==> src/hdl/rcmg_pkg.sv <==
package rcmg_pkg;

    // Interface modes.
    localparam logic [2:0] MODE_SLEEP   = 3'd0;
    localparam logic [2:0] MODE_OFF     = 3'd1;
    localparam logic [2:0] MODE_PASSIVE = 3'd2;
    localparam logic [2:0] MODE_SAFE    = 3'd3;
    localparam logic [2:0] MODE_FULL    = 3'd4;

    // Host command codes.
    localparam logic [3:0] OP_START   = 4'd0;
    localparam logic [3:0] OP_BAUD    = 4'd1;
    localparam logic [3:0] OP_CONTROL = 4'd2;
    localparam logic [3:0] OP_SAFE    = 4'd3;
    localparam logic [3:0] OP_FULL    = 4'd4;
    localparam logic [3:0] OP_POWER   = 4'd5;
    localparam logic [3:0] OP_SPOT    = 4'd6;
    localparam logic [3:0] OP_CLEAN   = 4'd7;
    localparam logic [3:0] OP_MAX     = 4'd8;
    localparam logic [3:0] OP_DRIVE   = 4'd9;
    localparam logic [3:0] OP_MOTORS  = 4'd10;
    localparam logic [3:0] OP_LEDS    = 4'd11;
    localparam logic [3:0] OP_PLAY    = 4'd12;
    localparam logic [3:0] OP_DOCK    = 4'd13;

    // Serial opcode bytes.
    localparam logic [7:0] TX_START   = 8'd128;
    localparam logic [7:0] TX_BAUD    = 8'd129;
    localparam logic [7:0] TX_CONTROL = 8'd130;
    localparam logic [7:0] TX_SAFE    = 8'd131;
    localparam logic [7:0] TX_FULL    = 8'd132;
    localparam logic [7:0] TX_POWER   = 8'd133;
    localparam logic [7:0] TX_SPOT    = 8'd134;
    localparam logic [7:0] TX_CLEAN   = 8'd135;
    localparam logic [7:0] TX_MAX     = 8'd136;
    localparam logic [7:0] TX_DRIVE   = 8'd137;
    localparam logic [7:0] TX_MOTORS  = 8'd138;
    localparam logic [7:0] TX_LEDS    = 8'd139;
    localparam logic [7:0] TX_PLAY    = 8'd141;
    localparam logic [7:0] TX_DOCK    = 8'd143;

    // Configuration register indexes.
    localparam logic [1:0] REG_LED_BITS  = 2'd0;
    localparam logic [1:0] REG_PWR_COLOR = 2'd1;
    localparam logic [1:0] REG_PWR_INTEN = 2'd2;

    localparam logic [7:0]  BAUD_CODE_LIMIT = 8'd12;
    localparam logic [7:0]  SONG_MAX        = 8'd15;
    localparam logic [16:0] BAUD_RESET      = 17'd57600;
    localparam logic [5:0]  LED_BITS_RESET  = 6'd0;
    localparam logic [7:0]  PWR_COLOR_RESET = 8'd125;
    localparam logic [7:0]  PWR_INTEN_RESET = 8'd255;

    // One framed command: up to five bytes, index of the final byte,
    // the gate decision and the state that holds after the command.
    typedef struct packed {
        logic [4:0][7:0] bytes;
        logic [2:0]      last_idx;
        logic            acc;
        logic [2:0]      mode;
        logic [16:0]     baud;
    } t_rec;

    typedef struct packed {
        logic push;
        t_rec rec;
    } t_enq;

    typedef struct packed {
        logic empty;
        t_rec rec;
    } t_head;

    function automatic logic [16:0] baud_rate(input logic [3:0] code);
        logic [16:0] rate;
        unique case (code)
            4'd0:    rate = 17'd300;
            4'd1:    rate = 17'd600;
            4'd2:    rate = 17'd1200;
            4'd3:    rate = 17'd2400;
            4'd4:    rate = 17'd4800;
            4'd5:    rate = 17'd9600;
            4'd6:    rate = 17'd14400;
            4'd7:    rate = 17'd19200;
            4'd8:    rate = 17'd28800;
            4'd9:    rate = 17'd38400;
            4'd10:   rate = 17'd57600;
            4'd11:   rate = 17'd115200;
            default: rate = BAUD_RESET;
        endcase
        return rate;
    endfunction

endpackage

==> src/hdl/robot_command_mode_gate_encoder_unit.sv <==
// A taken command is written into the queue as one registered entry; its results reach
// the result ports once it is at the head. Commands are taken one per cycle while the
// queue has room; the back end sends one byte per cycle while the result side pops.
// The queue of P_QUEUE_DEPTH framed commands sets how far the front runs ahead.
// Reset (synchronous, active low) sets sleep mode, 57600 baud, LED bits 0,
// color 125, intensity 255, and empties the queue.
module robot_command_mode_gate_encoder_unit #(
    parameter int P_QUEUE_DEPTH = 2
) (
    input  logic                 i_clk,
    input  logic                 i_rst_n,
    // Configuration write port.
    input  logic                 i_cfg_we,
    input  logic [1:0]           i_cfg_idx,
    input  logic [7:0]           i_cfg_data,
    // Command side.
    input  logic                 i_push,
    output logic                 o_full,
    input  logic [3:0]           i_op,
    input  logic [7:0]           i_baud_code,
    input  logic signed [15:0]   i_velocity,
    input  logic signed [15:0]   i_turn_radius,
    input  logic                 i_main_brush_on,
    input  logic                 i_vacuum_on,
    input  logic                 i_side_brush_on,
    input  logic [7:0]           i_song_number,
    // Result side.
    output logic                 o_empty,
    input  logic                 i_pop,
    output logic                 o_byte_valid,
    output logic [7:0]           o_tx_byte,
    output logic                 o_last_of_run,
    output logic                 o_accepted,
    output logic [2:0]           o_mode_now,
    output logic [16:0]          o_baud_rate_now
);

    // The front end checks each command against the current mode, updates the
    // mode and baud rate at once, and writes the whole framed command into the
    // queue as one entry. Because the gate decision only needs the state left
    // by the previous command, commands can be taken on consecutive cycles.
    rcmg_pkg::t_enq  enq;
    rcmg_pkg::t_head head;
    logic            deq;

    rcmg_front u_front (
        .i_clk           (i_clk),
        .i_rst_n         (i_rst_n),
        .i_cfg_we        (i_cfg_we),
        .i_cfg_idx       (i_cfg_idx),
        .i_cfg_data      (i_cfg_data),
        .i_push          (i_push),
        .i_full          (o_full),
        .i_op            (i_op),
        .i_baud_code     (i_baud_code),
        .i_velocity      (i_velocity),
        .i_turn_radius   (i_turn_radius),
        .i_main_brush_on (i_main_brush_on),
        .i_vacuum_on     (i_vacuum_on),
        .i_side_brush_on (i_side_brush_on),
        .i_song_number   (i_song_number),
        .o_enq           (enq)
    );

    // The queue decouples the two sides: the command side stalls only when
    // every entry holds a command whose bytes have not all gone out.
    rcmg_queue #(
        .P_DEPTH (P_QUEUE_DEPTH)
    ) u_queue (
        .i_clk   (i_clk),
        .i_rst_n (i_rst_n),
        .i_enq   (enq),
        .i_deq   (deq),
        .o_full  (o_full),
        .o_head  (head)
    );

    // The back end walks through the bytes of the oldest command, one result
    // transaction per byte, and releases the entry after its final byte. A
    // rejected command is a single result with no byte.
    rcmg_back u_back (
        .i_clk           (i_clk),
        .i_rst_n         (i_rst_n),
        .i_head          (head),
        .i_pop           (i_pop),
        .o_deq           (deq),
        .o_empty         (o_empty),
        .o_byte_valid    (o_byte_valid),
        .o_tx_byte       (o_tx_byte),
        .o_last_of_run   (o_last_of_run),
        .o_accepted      (o_accepted),
        .o_mode_now      (o_mode_now),
        .o_baud_rate_now (o_baud_rate_now)
    );

    // A rejected command always shows as one final result carrying no byte.
    a_reject_single: assert property (@(posedge i_clk) disable iff (!i_rst_n)
        (!o_empty && !o_accepted) |-> (o_last_of_run && !o_byte_valid))
        else $error("rejected command not framed as a single empty result");

    // Taking a byte that is not the last one leaves the rest of the run waiting.
    a_run_continues: assert property (@(posedge i_clk) disable iff (!i_rst_n)
        (i_pop && !o_empty && !o_last_of_run) |=> (!o_empty && o_accepted))
        else $error("command run broken off before its final byte");

    // A command taken in one cycle has a result waiting in the next.
    a_push_visible: assert property (@(posedge i_clk) disable iff (!i_rst_n)
        (i_push && !o_full) |=> !o_empty)
        else $error("accepted command did not reach the result side");

    // The reported mode never leaves the defined range.
    a_mode_range: assert property (@(posedge i_clk) disable iff (!i_rst_n)
        !o_empty |-> (o_mode_now <= rcmg_pkg::MODE_FULL))
        else $error("result reports an undefined mode");

endmodule

==> src/hdl/rcmg_front.sv <==
module rcmg_front (
    input  logic                 i_clk,
    input  logic                 i_rst_n,
    input  logic                 i_cfg_we,
    input  logic [1:0]           i_cfg_idx,
    input  logic [7:0]           i_cfg_data,
    input  logic                 i_push,
    input  logic                 i_full,
    input  logic [3:0]           i_op,
    input  logic [7:0]           i_baud_code,
    input  logic signed [15:0]   i_velocity,
    input  logic signed [15:0]   i_turn_radius,
    input  logic                 i_main_brush_on,
    input  logic                 i_vacuum_on,
    input  logic                 i_side_brush_on,
    input  logic [7:0]           i_song_number,
    output rcmg_pkg::t_enq       o_enq
);

    logic [2:0]  r_mode;
    logic [16:0] r_baud;
    logic [5:0]  r_led_bits;
    logic [7:0]  r_pwr_color;
    logic [7:0]  r_pwr_inten;

    logic          accept;
    logic          drv;
    logic          ok;
    logic [2:0]    n_mode;
    logic [16:0]   n_baud;
    rcmg_pkg::t_rec rec;

    assign accept = i_push && !i_full;
    assign drv    = (r_mode == rcmg_pkg::MODE_SAFE) || (r_mode == rcmg_pkg::MODE_FULL);

    always_comb begin
        ok            = 1'b0;
        n_mode        = r_mode;
        n_baud        = r_baud;
        rec.bytes     = '0;
        rec.last_idx  = 3'd0;
        unique case (i_op)
            rcmg_pkg::OP_START: begin
                ok = 1'b1;
                rec.bytes[0] = rcmg_pkg::TX_START;
                n_mode = rcmg_pkg::MODE_PASSIVE;
            end
            rcmg_pkg::OP_BAUD: begin
                if ((drv || r_mode == rcmg_pkg::MODE_PASSIVE) &&
                    i_baud_code < rcmg_pkg::BAUD_CODE_LIMIT) begin
                    ok = 1'b1;
                    rec.bytes[0] = rcmg_pkg::TX_BAUD;
                    rec.bytes[1] = i_baud_code;
                    rec.last_idx = 3'd1;
                    n_baud = rcmg_pkg::baud_rate(i_baud_code[3:0]);
                end
            end
            rcmg_pkg::OP_CONTROL: begin
                if (r_mode == rcmg_pkg::MODE_PASSIVE) begin
                    ok = 1'b1;
                    rec.bytes[0] = rcmg_pkg::TX_CONTROL;
                    n_mode = rcmg_pkg::MODE_SAFE;
                end
            end
            rcmg_pkg::OP_SAFE: begin
                if (r_mode == rcmg_pkg::MODE_FULL) begin
                    ok = 1'b1;
                    rec.bytes[0] = rcmg_pkg::TX_SAFE;
                    n_mode = rcmg_pkg::MODE_SAFE;
                end
            end
            rcmg_pkg::OP_FULL: begin
                if (r_mode == rcmg_pkg::MODE_SAFE) begin
                    ok = 1'b1;
                    rec.bytes[0] = rcmg_pkg::TX_FULL;
                    n_mode = rcmg_pkg::MODE_FULL;
                end
            end
            rcmg_pkg::OP_POWER: begin
                if (drv) begin
                    ok = 1'b1;
                    rec.bytes[0] = rcmg_pkg::TX_POWER;
                    n_mode = rcmg_pkg::MODE_SLEEP;
                end
            end
            rcmg_pkg::OP_SPOT: begin
                if (drv) begin
                    ok = 1'b1;
                    rec.bytes[0] = rcmg_pkg::TX_SPOT;
                    n_mode = rcmg_pkg::MODE_PASSIVE;
                end
            end
            rcmg_pkg::OP_CLEAN: begin
                if (drv) begin
                    ok = 1'b1;
                    rec.bytes[0] = rcmg_pkg::TX_CLEAN;
                    n_mode = rcmg_pkg::MODE_PASSIVE;
                end
            end
            rcmg_pkg::OP_MAX: begin
                if (drv) begin
                    ok = 1'b1;
                    rec.bytes[0] = rcmg_pkg::TX_MAX;
                    n_mode = rcmg_pkg::MODE_PASSIVE;
                end
            end
            rcmg_pkg::OP_DRIVE: begin
                if (drv) begin
                    ok = 1'b1;
                    rec.bytes[0] = rcmg_pkg::TX_DRIVE;
                    rec.bytes[1] = i_velocity[15:8];
                    rec.bytes[2] = i_velocity[7:0];
                    rec.bytes[3] = i_turn_radius[15:8];
                    rec.bytes[4] = i_turn_radius[7:0];
                    rec.last_idx = 3'd4;
                end
            end
            rcmg_pkg::OP_MOTORS: begin
                if (drv) begin
                    ok = 1'b1;
                    rec.bytes[0] = rcmg_pkg::TX_MOTORS;
                    rec.bytes[1] = {5'd0, i_main_brush_on, i_vacuum_on, i_side_brush_on};
                    rec.last_idx = 3'd1;
                end
            end
            rcmg_pkg::OP_LEDS: begin
                if (drv) begin
                    ok = 1'b1;
                    rec.bytes[0] = rcmg_pkg::TX_LEDS;
                    rec.bytes[1] = {2'd0, r_led_bits};
                    rec.bytes[2] = r_pwr_color;
                    rec.bytes[3] = r_pwr_inten;
                    rec.last_idx = 3'd3;
                end
            end
            rcmg_pkg::OP_PLAY: begin
                if (drv && i_song_number <= rcmg_pkg::SONG_MAX) begin
                    ok = 1'b1;
                    rec.bytes[0] = rcmg_pkg::TX_PLAY;
                    rec.bytes[1] = i_song_number;
                    rec.last_idx = 3'd1;
                end
            end
            rcmg_pkg::OP_DOCK: begin
                ok = 1'b1;
                rec.bytes[0] = rcmg_pkg::TX_DOCK;
            end
            default: begin
                ok = 1'b0;
            end
        endcase
        if (!ok) begin
            rec.bytes    = '0;
            rec.last_idx = 3'd0;
        end
        rec.acc  = ok;
        rec.mode = n_mode;
        rec.baud = n_baud;
    end

    assign o_enq.push = accept;
    assign o_enq.rec  = rec;

    always_ff @(posedge i_clk) begin
        if (!i_rst_n) begin
            r_mode <= rcmg_pkg::MODE_SLEEP;
            r_baud <= rcmg_pkg::BAUD_RESET;
        end else if (accept) begin
            r_mode <= n_mode;
            r_baud <= n_baud;
        end
    end

    always_ff @(posedge i_clk) begin
        if (!i_rst_n) begin
            r_led_bits  <= rcmg_pkg::LED_BITS_RESET;
            r_pwr_color <= rcmg_pkg::PWR_COLOR_RESET;
            r_pwr_inten <= rcmg_pkg::PWR_INTEN_RESET;
        end else if (i_cfg_we) begin
            unique case (i_cfg_idx)
                rcmg_pkg::REG_LED_BITS:  r_led_bits  <= i_cfg_data[5:0];
                rcmg_pkg::REG_PWR_COLOR: r_pwr_color <= i_cfg_data;
                rcmg_pkg::REG_PWR_INTEN: r_pwr_inten <= i_cfg_data;
                default: begin
                end
            endcase
        end
    end

endmodule

==> src/hdl/rcmg_queue.sv <==
module rcmg_queue #(
    parameter int P_DEPTH = 2
) (
    input  logic           i_clk,
    input  logic           i_rst_n,
    input  rcmg_pkg::t_enq i_enq,
    input  logic           i_deq,
    output logic           o_full,
    output rcmg_pkg::t_head o_head
);

    localparam int AW = (P_DEPTH > 1) ? $clog2(P_DEPTH) : 1;
    localparam int CW = $clog2(P_DEPTH + 1);

    rcmg_pkg::t_rec r_mem [P_DEPTH];
    logic [AW-1:0]  r_wr;
    logic [AW-1:0]  r_rd;
    logic [CW-1:0]  r_cnt;

    logic do_push;
    logic do_pop;

    assign o_full       = (r_cnt == CW'(P_DEPTH));
    assign o_head.empty = (r_cnt == '0);
    assign o_head.rec   = r_mem[r_rd];
    assign do_push      = i_enq.push && !o_full;
    assign do_pop       = i_deq && !o_head.empty;

    function automatic logic [AW-1:0] wrap_inc(input logic [AW-1:0] ptr);
        return (ptr == AW'(P_DEPTH - 1)) ? '0 : ptr + AW'(1);
    endfunction

    always_ff @(posedge i_clk) begin
        if (do_push) begin
            r_mem[r_wr] <= i_enq.rec;
        end
    end

    always_ff @(posedge i_clk) begin
        if (!i_rst_n) begin
            r_wr  <= '0;
            r_rd  <= '0;
            r_cnt <= '0;
        end else begin
            if (do_push) begin
                r_wr <= wrap_inc(r_wr);
            end
            if (do_pop) begin
                r_rd <= wrap_inc(r_rd);
            end
            if (do_push && !do_pop) begin
                r_cnt <= r_cnt + CW'(1);
            end else if (do_pop && !do_push) begin
                r_cnt <= r_cnt - CW'(1);
            end
        end
    end

endmodule

==> src/hdl/rcmg_back.sv <==
module rcmg_back (
    input  logic            i_clk,
    input  logic            i_rst_n,
    input  rcmg_pkg::t_head i_head,
    input  logic            i_pop,
    output logic            o_deq,
    output logic            o_empty,
    output logic            o_byte_valid,
    output logic [7:0]      o_tx_byte,
    output logic            o_last_of_run,
    output logic            o_accepted,
    output logic [2:0]      o_mode_now,
    output logic [16:0]     o_baud_rate_now
);

    // Byte position within the command at the head of the queue.
    logic [2:0] r_idx;
    logic       take;
    logic       last;

    assign last  = (r_idx == i_head.rec.last_idx);
    assign take  = i_pop && !i_head.empty;
    assign o_deq = take && last;

    assign o_empty         = i_head.empty;
    assign o_byte_valid    = i_head.rec.acc;
    assign o_tx_byte       = i_head.rec.bytes[r_idx];
    assign o_last_of_run   = last;
    assign o_accepted      = i_head.rec.acc;
    assign o_mode_now      = i_head.rec.mode;
    assign o_baud_rate_now = i_head.rec.baud;

    always_ff @(posedge i_clk) begin
        if (!i_rst_n) begin
            r_idx <= '0;
        end else if (take) begin
            r_idx <= last ? 3'd0 : r_idx + 3'd1;
        end
    end

endmodule

==> config.mk <==
export PLATFORM = sky130hd
export DESIGN_NAME = robot_command_mode_gate_encoder_unit
export DESIGN_NICKNAME = d
export VERILOG_FILES = /design/src/hdl/rcmg_pkg.sv /design/src/hdl/robot_command_mode_gate_encoder_unit.sv /design/src/hdl/rcmg_front.sv /design/src/hdl/rcmg_queue.sv /design/src/hdl/rcmg_back.sv
export SDC_FILE = /design/constraint.sdc
export NUM_CORES = 1
export LEC_CHECK = 0
export BUFFER_PORTS_ARGS = -buffer_cell sky130_fd_sc_hd__buf_2
export CORE_MARGIN = 2
export CORE_UTILIZATION = 30
export CTS_CLUSTER_SIZE = 14
export DETAILED_ROUTE_END_ITERATION = 12
export GPL_ROUTABILITY_DRIVEN = 0
export MAX_ROUTING_LAYER = met4
export SLEW_MARGIN = 30
export SYNTH_ARGS = -nofsm -noshare
export SYNTH_HDL_FRONTEND = slang
export SYNTH_SLANG_ARGS = --single-unit
export TNS_END_PERCENT = 50
==> constraint.sdc <==
create_clock -name i_clk -period 6.95 [get_ports i_clk]
set_clock_uncertainty 0.2 [all_clocks]
set_input_delay 1.7375 -clock i_clk [delete_from_list [all_inputs] [get_ports i_clk]]
set_output_delay 1.7375 -clock i_clk [all_outputs]
set_load 0.01 [all_outputs]
### After elaboration in Yosys (flattened, before gate mapping)

Memory sizes are Yosys's and may differ from the RTL's. A register that Yosys moved wholly into a read port is not among the register bits.
Index checks and enable logic that the tools add are counted.

* memories: 2
* memory bits (read-only): 240
* flip-flop bits (word level): 49
* memory bits (writable): 128
* input port bits: 70
* output and inout port bits: 33
* word-level logic and storage cells: 108

Memories
* (name not given): words 16, bits a word 15, rd ports 1, clocked after memory_dff 0, write ports 0, RTL line rcmg_pkg.sv:76 `unique case (code)`
* u_queue.r_mem: words 2, bits a word 64, rd ports 1, clocked after memory_dff 1, write ports 1, RTL line rcmg_queue.sv:15 `rcmg_pkg::t_rec r_mem [P_DEPTH];`

* add/sub/neg operators: 5
* order comparisons: 3
* eq/ne operators: 20
* reductions and logical operators: 25
* muxes and demuxes: 44

Operators by type and width (number)
* $pmux W8 S14: 1
* $mux W43: 2
* $mux W8: 9
* $pmux W8 S5: 1
* $mux W19: 2
* $mux W35: 1
* $mux W17: 2
* $pmux W16 S2: 1
* $bmux W8 S3: 1
* $eq A4 B4 Y1 const B: 6
* $mux W3: 6
* $pmux W3 S6: 1
* $eq A4 B3 Y1 const B: 4
* $pmux W3 S5: 1
* $mux W14: 1
* $mux W1: 12
* $logic_and A1 B1 Y1: 9
* $eq A4 B2 Y1 const B: 2
* $le A8 B4 Y1 const B: 1
* $lt A8 B4 Y1 const B: 1
* $pmux W1 S7: 1
* $reduce_or A7 Y1: 1
* $eq A3 B2 Y1 const B: 2
* $reduce_and A2 Y1: 3
* 18 further kinds: 26

### Logic depth before layout (Yosys ltp)

* word-level depth: 8
* mapped depth: 9
* gate-level depth less buffers: 8

### Cells and area by module

From an unflattened synthesis, not the netlist that was laid out.

* cells, all modules: 718
* area total of the unflattened synthesis: 8609.5 µm²

Modules (own cells, without submodules)
* rcmg_queue: area an instance 4870.9 µm², instances 1, sequential area each 3943.8 µm², cells an instance 224
* rcmg_front: area an instance 3005.4 µm², instances 1, sequential area each 840.8 µm², cells an instance 408
* rcmg_back: area an instance 733.2 µm², instances 1, sequential area each 60.1 µm², cells an instance 86

### Worst setup path after synthesis

OpenSTA, ideal clock, no wires.

* kind: input to register
* from: input i_push
* to: memory u_queue.r_mem[0][0] (netlist bit), enable pin
* setup time: 0.480 ns
* stages on the path: 3
* buffers on the path: 1
* required time: 6.270 ns
* arrival time: 4.638 ns
* slack: 1.632 ns
* cell sequence: nand2_1 > clkbuf_1 > nor2_1

* cells in the longest elaborated chain, start to end: 4

Ends and longest elaborated chain
* start, declared: RTL line robot_command_mode_gate_encoder_unit.sv:17 `input logic i_push,`
* $logic_and A1 B1 Y1: RTL line rcmg_front.sv:33 `assign accept = i_push && !i_full;`
* $logic_and A1 B1 Y1: RTL line rcmg_queue.sv:26 `assign do_push = i_enq.push && !o_full;`
* $mux W1: RTL line rcmg_queue.sv:34 `if (do_push) begin`
* $mux W1 (implied by the code): RTL line rcmg_queue.sv:35 `r_mem[r_wr] <= i_enq.rec;`
* end, declared: RTL line rcmg_queue.sv:15

No other way between the ends.

==> metrics.md <==
| Metric | Value |
|---|---|
| CP Class | `reg2out` |
| Initial core utilization | `0.304` |
| CTS Buffer Depth | `2` |
| Core Area | `26,000 um^2` |
| Nets | `790` |
| I/O Buffers | `102` |
| Max_slew headroom | `0.370` |
| CTS tree | `built` |
| Setup Buffers After CTS | `0` |
| # rows | `59` |
| Power per cell area | `291 nW/um^2` |
| Syn Area/Cell | `12.5 um^2` |
| Via count | `5,350` |
| Synth Register Bits | `172` |
| CP arrival | `2.69 ns` |
| Insertion delay to the later sink of the worst-skew pair | `0.42 ns` |
| Area added between synthesis and finish | `16.9%` |
| Final core occ | `0.355` |
| Worst-Margin Slew | `0.943 ns` |
| Total gr overflow | `0` |
| Fin crit period | `4.62 ns` |
| Post-Place Worst Slack | `2.72 ns` |
| Ys Warns | `0` |
| Remaining DRCs | `0` |
| Iter 0 DRT Violations | `400` |
| CTS HTree Levels | `4` |
| Global Route Usage Sum | `0.136` |
| Initial antenna violation count | `1` |
| Largest net degree at the start of global routing | `62` |
| Syn_nets | `710` |
| VDD IR max | `0.169 mV` |
| Drt wl/cell | `17.4 um` |
| TNS Setup | `0 ns` |
| WL final | `18,500 um` |
| Clock root cell | `clkbuf_16` |
| Number of global-route vias before repair | `5,076` |
| Cts hold-fix bufs | `0` |
| Worst path bufs/invs | `2` |
| Critical-path maximum fanout | `31` |
| Post_cts resized | `0` |
| Fin. max-slew vios | `0` |
| Post-synth EDFFs | `122` |
| Synth Instances | `631` |
| RSZ-0062 raised after global routing | `false` |
| Delay-heaviest family, CP | `flip-flops` |
| Crit. End Element | `output port` |
| Max Fclk | `0.216 GHz` |
| Num CTS Buffers | `17` |
| Detail Placement HPWL | `12,500 um` |
| Overall die height | `166 um` |
| Hold slack | `0.262 ns` |
| Seq/Total Area, Yosys | `0.590` |
| I/O pin total | `103` |
| Die area | `27,600 um^2` |
| Die W | `166 um` |
| Leakage | `3.44 nW` |
| Status | `complete, no violations` |
| Largest stage delay on the critical path | `0.72 ns` |
| Reg clk slew, reported paths | `0.07 ns` |
| CP cell instances | `buf_4, mux4_2, a22oi_1, o22ai_1, buf_2` |
| Ratio of cells with drive above 1 in the final layout | `0.271` |
| Antenna viol nets, final | `0` |
| Mapped cell area | `7900 um^2` |
| Share of flip-flops with an asynchronous set or reset | `0` |
| First-pass GRT wire length | `28,600 um` |
| Count of different cell masters after synthesis | `67` |
| Hold Path Origin | `u_front.r_pwr_color[1]` |
| Fill count | `2,569` |
| Crit share post-route | `0.665` |
| CP startpoint kind | `register` |
| CP max-delay cell | `dfxtp_2` |
| HP Class | `reg2reg` |
| 1st-pass router iterations | `5` |
| Placed Cells | `1,027` |
| Ys flop type | `edfxtp_1` |
| Fin cells | `1,060` |
| Clk sinks | `172` |
| Setup ws final | `2.33 ns` |
| MaxCap Viol Count | `0` |
| Required time of the critical path | `5.01 ns` |
| Fin. Hold Viols | `0` |
| Vias per inst | `5.05` |
| Final setup violation count | `0` |
-- Yosys cell counts (8+ instances only) --
cell type,n,area share
mux4_2,13,0.037
inv_1,14,0.0067
and2_1,12,0.0095
o21ai_0,27,0.017
buf_2,13,0.0082
nor2_1,21,0.010
mux2_2,33,0.047
o211ai_1,8,0.0076
nand2b_1,8,0.0063
nand3_1,21,0.013
ha_1,9,0.014
dfxtp_1,50,0.13
a22o_1,18,0.020
mux2i_1,19,0.024
nand2_1,74,0.035
a21oi_1,22,0.014
clkbuf_1,21,0.010
edfxtp_1,122,0.46
-- power by group --
part           internal (W)  leakage [nW]  switching (W)
registers           0.00124          1.56      0.0000627
logic              0.000193          1.60       0.000265
clock network      0.000507         0.282       0.000424
-- worst reg2reg max path: stages (launching register included) --
cell     delay (ns)
dfxtp_2        0.72
buf_4          0.53
mux2i_1        0.36
xnor2_1        0.14
nor4_2         0.40
inv_1          0.09
ha_1           0.32
or3_1          0.38
a21oi_1        0.15
-- metrics by stage --
stage                     area, um^2  total power, W
after floorplan                 7900         0.00162
after global placement          8650         0.00178
after detailed placement        8650         0.00179
after CTS                       9230         0.00272
after global routing            9230         0.00281
final                           9230         0.00269
-- logic make-up after synthesis --
| logic type | Yosys count | synth area share |
|---|---|---|
| multiplexers | 65 | 0.108 |
| AO/OA/AOI/OAI | 132 | 0.118 |
| adder cells (fa/ha/maj) | 10 | 0.0155 |
| AND/OR/NAND/NOR | 184 | 0.123 |
| buffers and inverters | 59 | 0.0358 |
| flip-flops | 172 | 0.590 |
| XOR/XNOR | 9 | 0.00998 |
-- state kept, by name, indices dropped and copies added (netlist names), named ones only --
name                 count
u_front.r_mode           3
u_front.r_baud          17
u_queue.r_mem          122
u_queue.r_cnt            2
u_back.r_idx             3
u_queue.r_rd             1
u_front.r_pwr_inten      8
u_front.r_led_bits       6
u_front.r_pwr_color      8
u_queue.r_wr             1
-- layout make-up --
class | count | area (um^2) | area share
sequential | 172 | 4670 | 0.505
multi-input combinational | 400 | 2970 | 0.321
timing repair buffer | 106 | 541 | 0.0586
clock buffer | 17 | 425 | 0.0461
tap | 335 | 419 | 0.0454
clock inverter | 15 | 158 | 0.0171
inverter | 14 | 52.6 | 0.00569
antenna | 1 | 2.50 | 0.000271
-- per-layer routing --
layer  vias up  wire length (um)  global-route usage  part of all wire
met5         -                 0                   -                 0
met4         0               357              0.0487             0.019
met3        22               845              0.0236             0.046
met2       147              8520               0.200              0.46
met1      2627              8750               0.188              0.47
li1       2554                 -                   -                 -
-- layout by cell type (no fill, tap or decap), types with 7 or more instances in the layout --
| cell | count |
|---|---|
| and2_1 | 12 |
| buf_2 | 102 |
| mux4_2 | 13 |
| a22oi_1 | 7 |
| mux2_2 | 33 |
| edfxtp_1 | 122 |
| nor3_1 | 7 |
| nand3_1 | 21 |
| a22o_1 | 18 |
| o211ai_1 | 8 |
| mux2i_1 | 19 |
| ha_1 | 9 |
| dfxtp_1 | 49 |
| clkbuf_16 | 17 |
| nor2_1 | 20 |
| nand2_1 | 74 |
| inv_1 | 13 |
| nand2b_1 | 8 |
| o21ai_0 | 27 |
| a21oi_1 | 22 |
-- final timing paths --
path | end | slack [ns] | cells past startpoint
setup / recovery | o_tx_byte[6] | 2.33 | 5
hold / removal | u_front.r_pwr_color[1] | 0.26 | 2
setup reg to reg | u_queue.r_cnt[1] | 3.58 | 8
hold reg to reg | u_front.r_pwr_color[1] | 0.26 | 2
No activity file was read; power rests on OpenSTA's default activity.
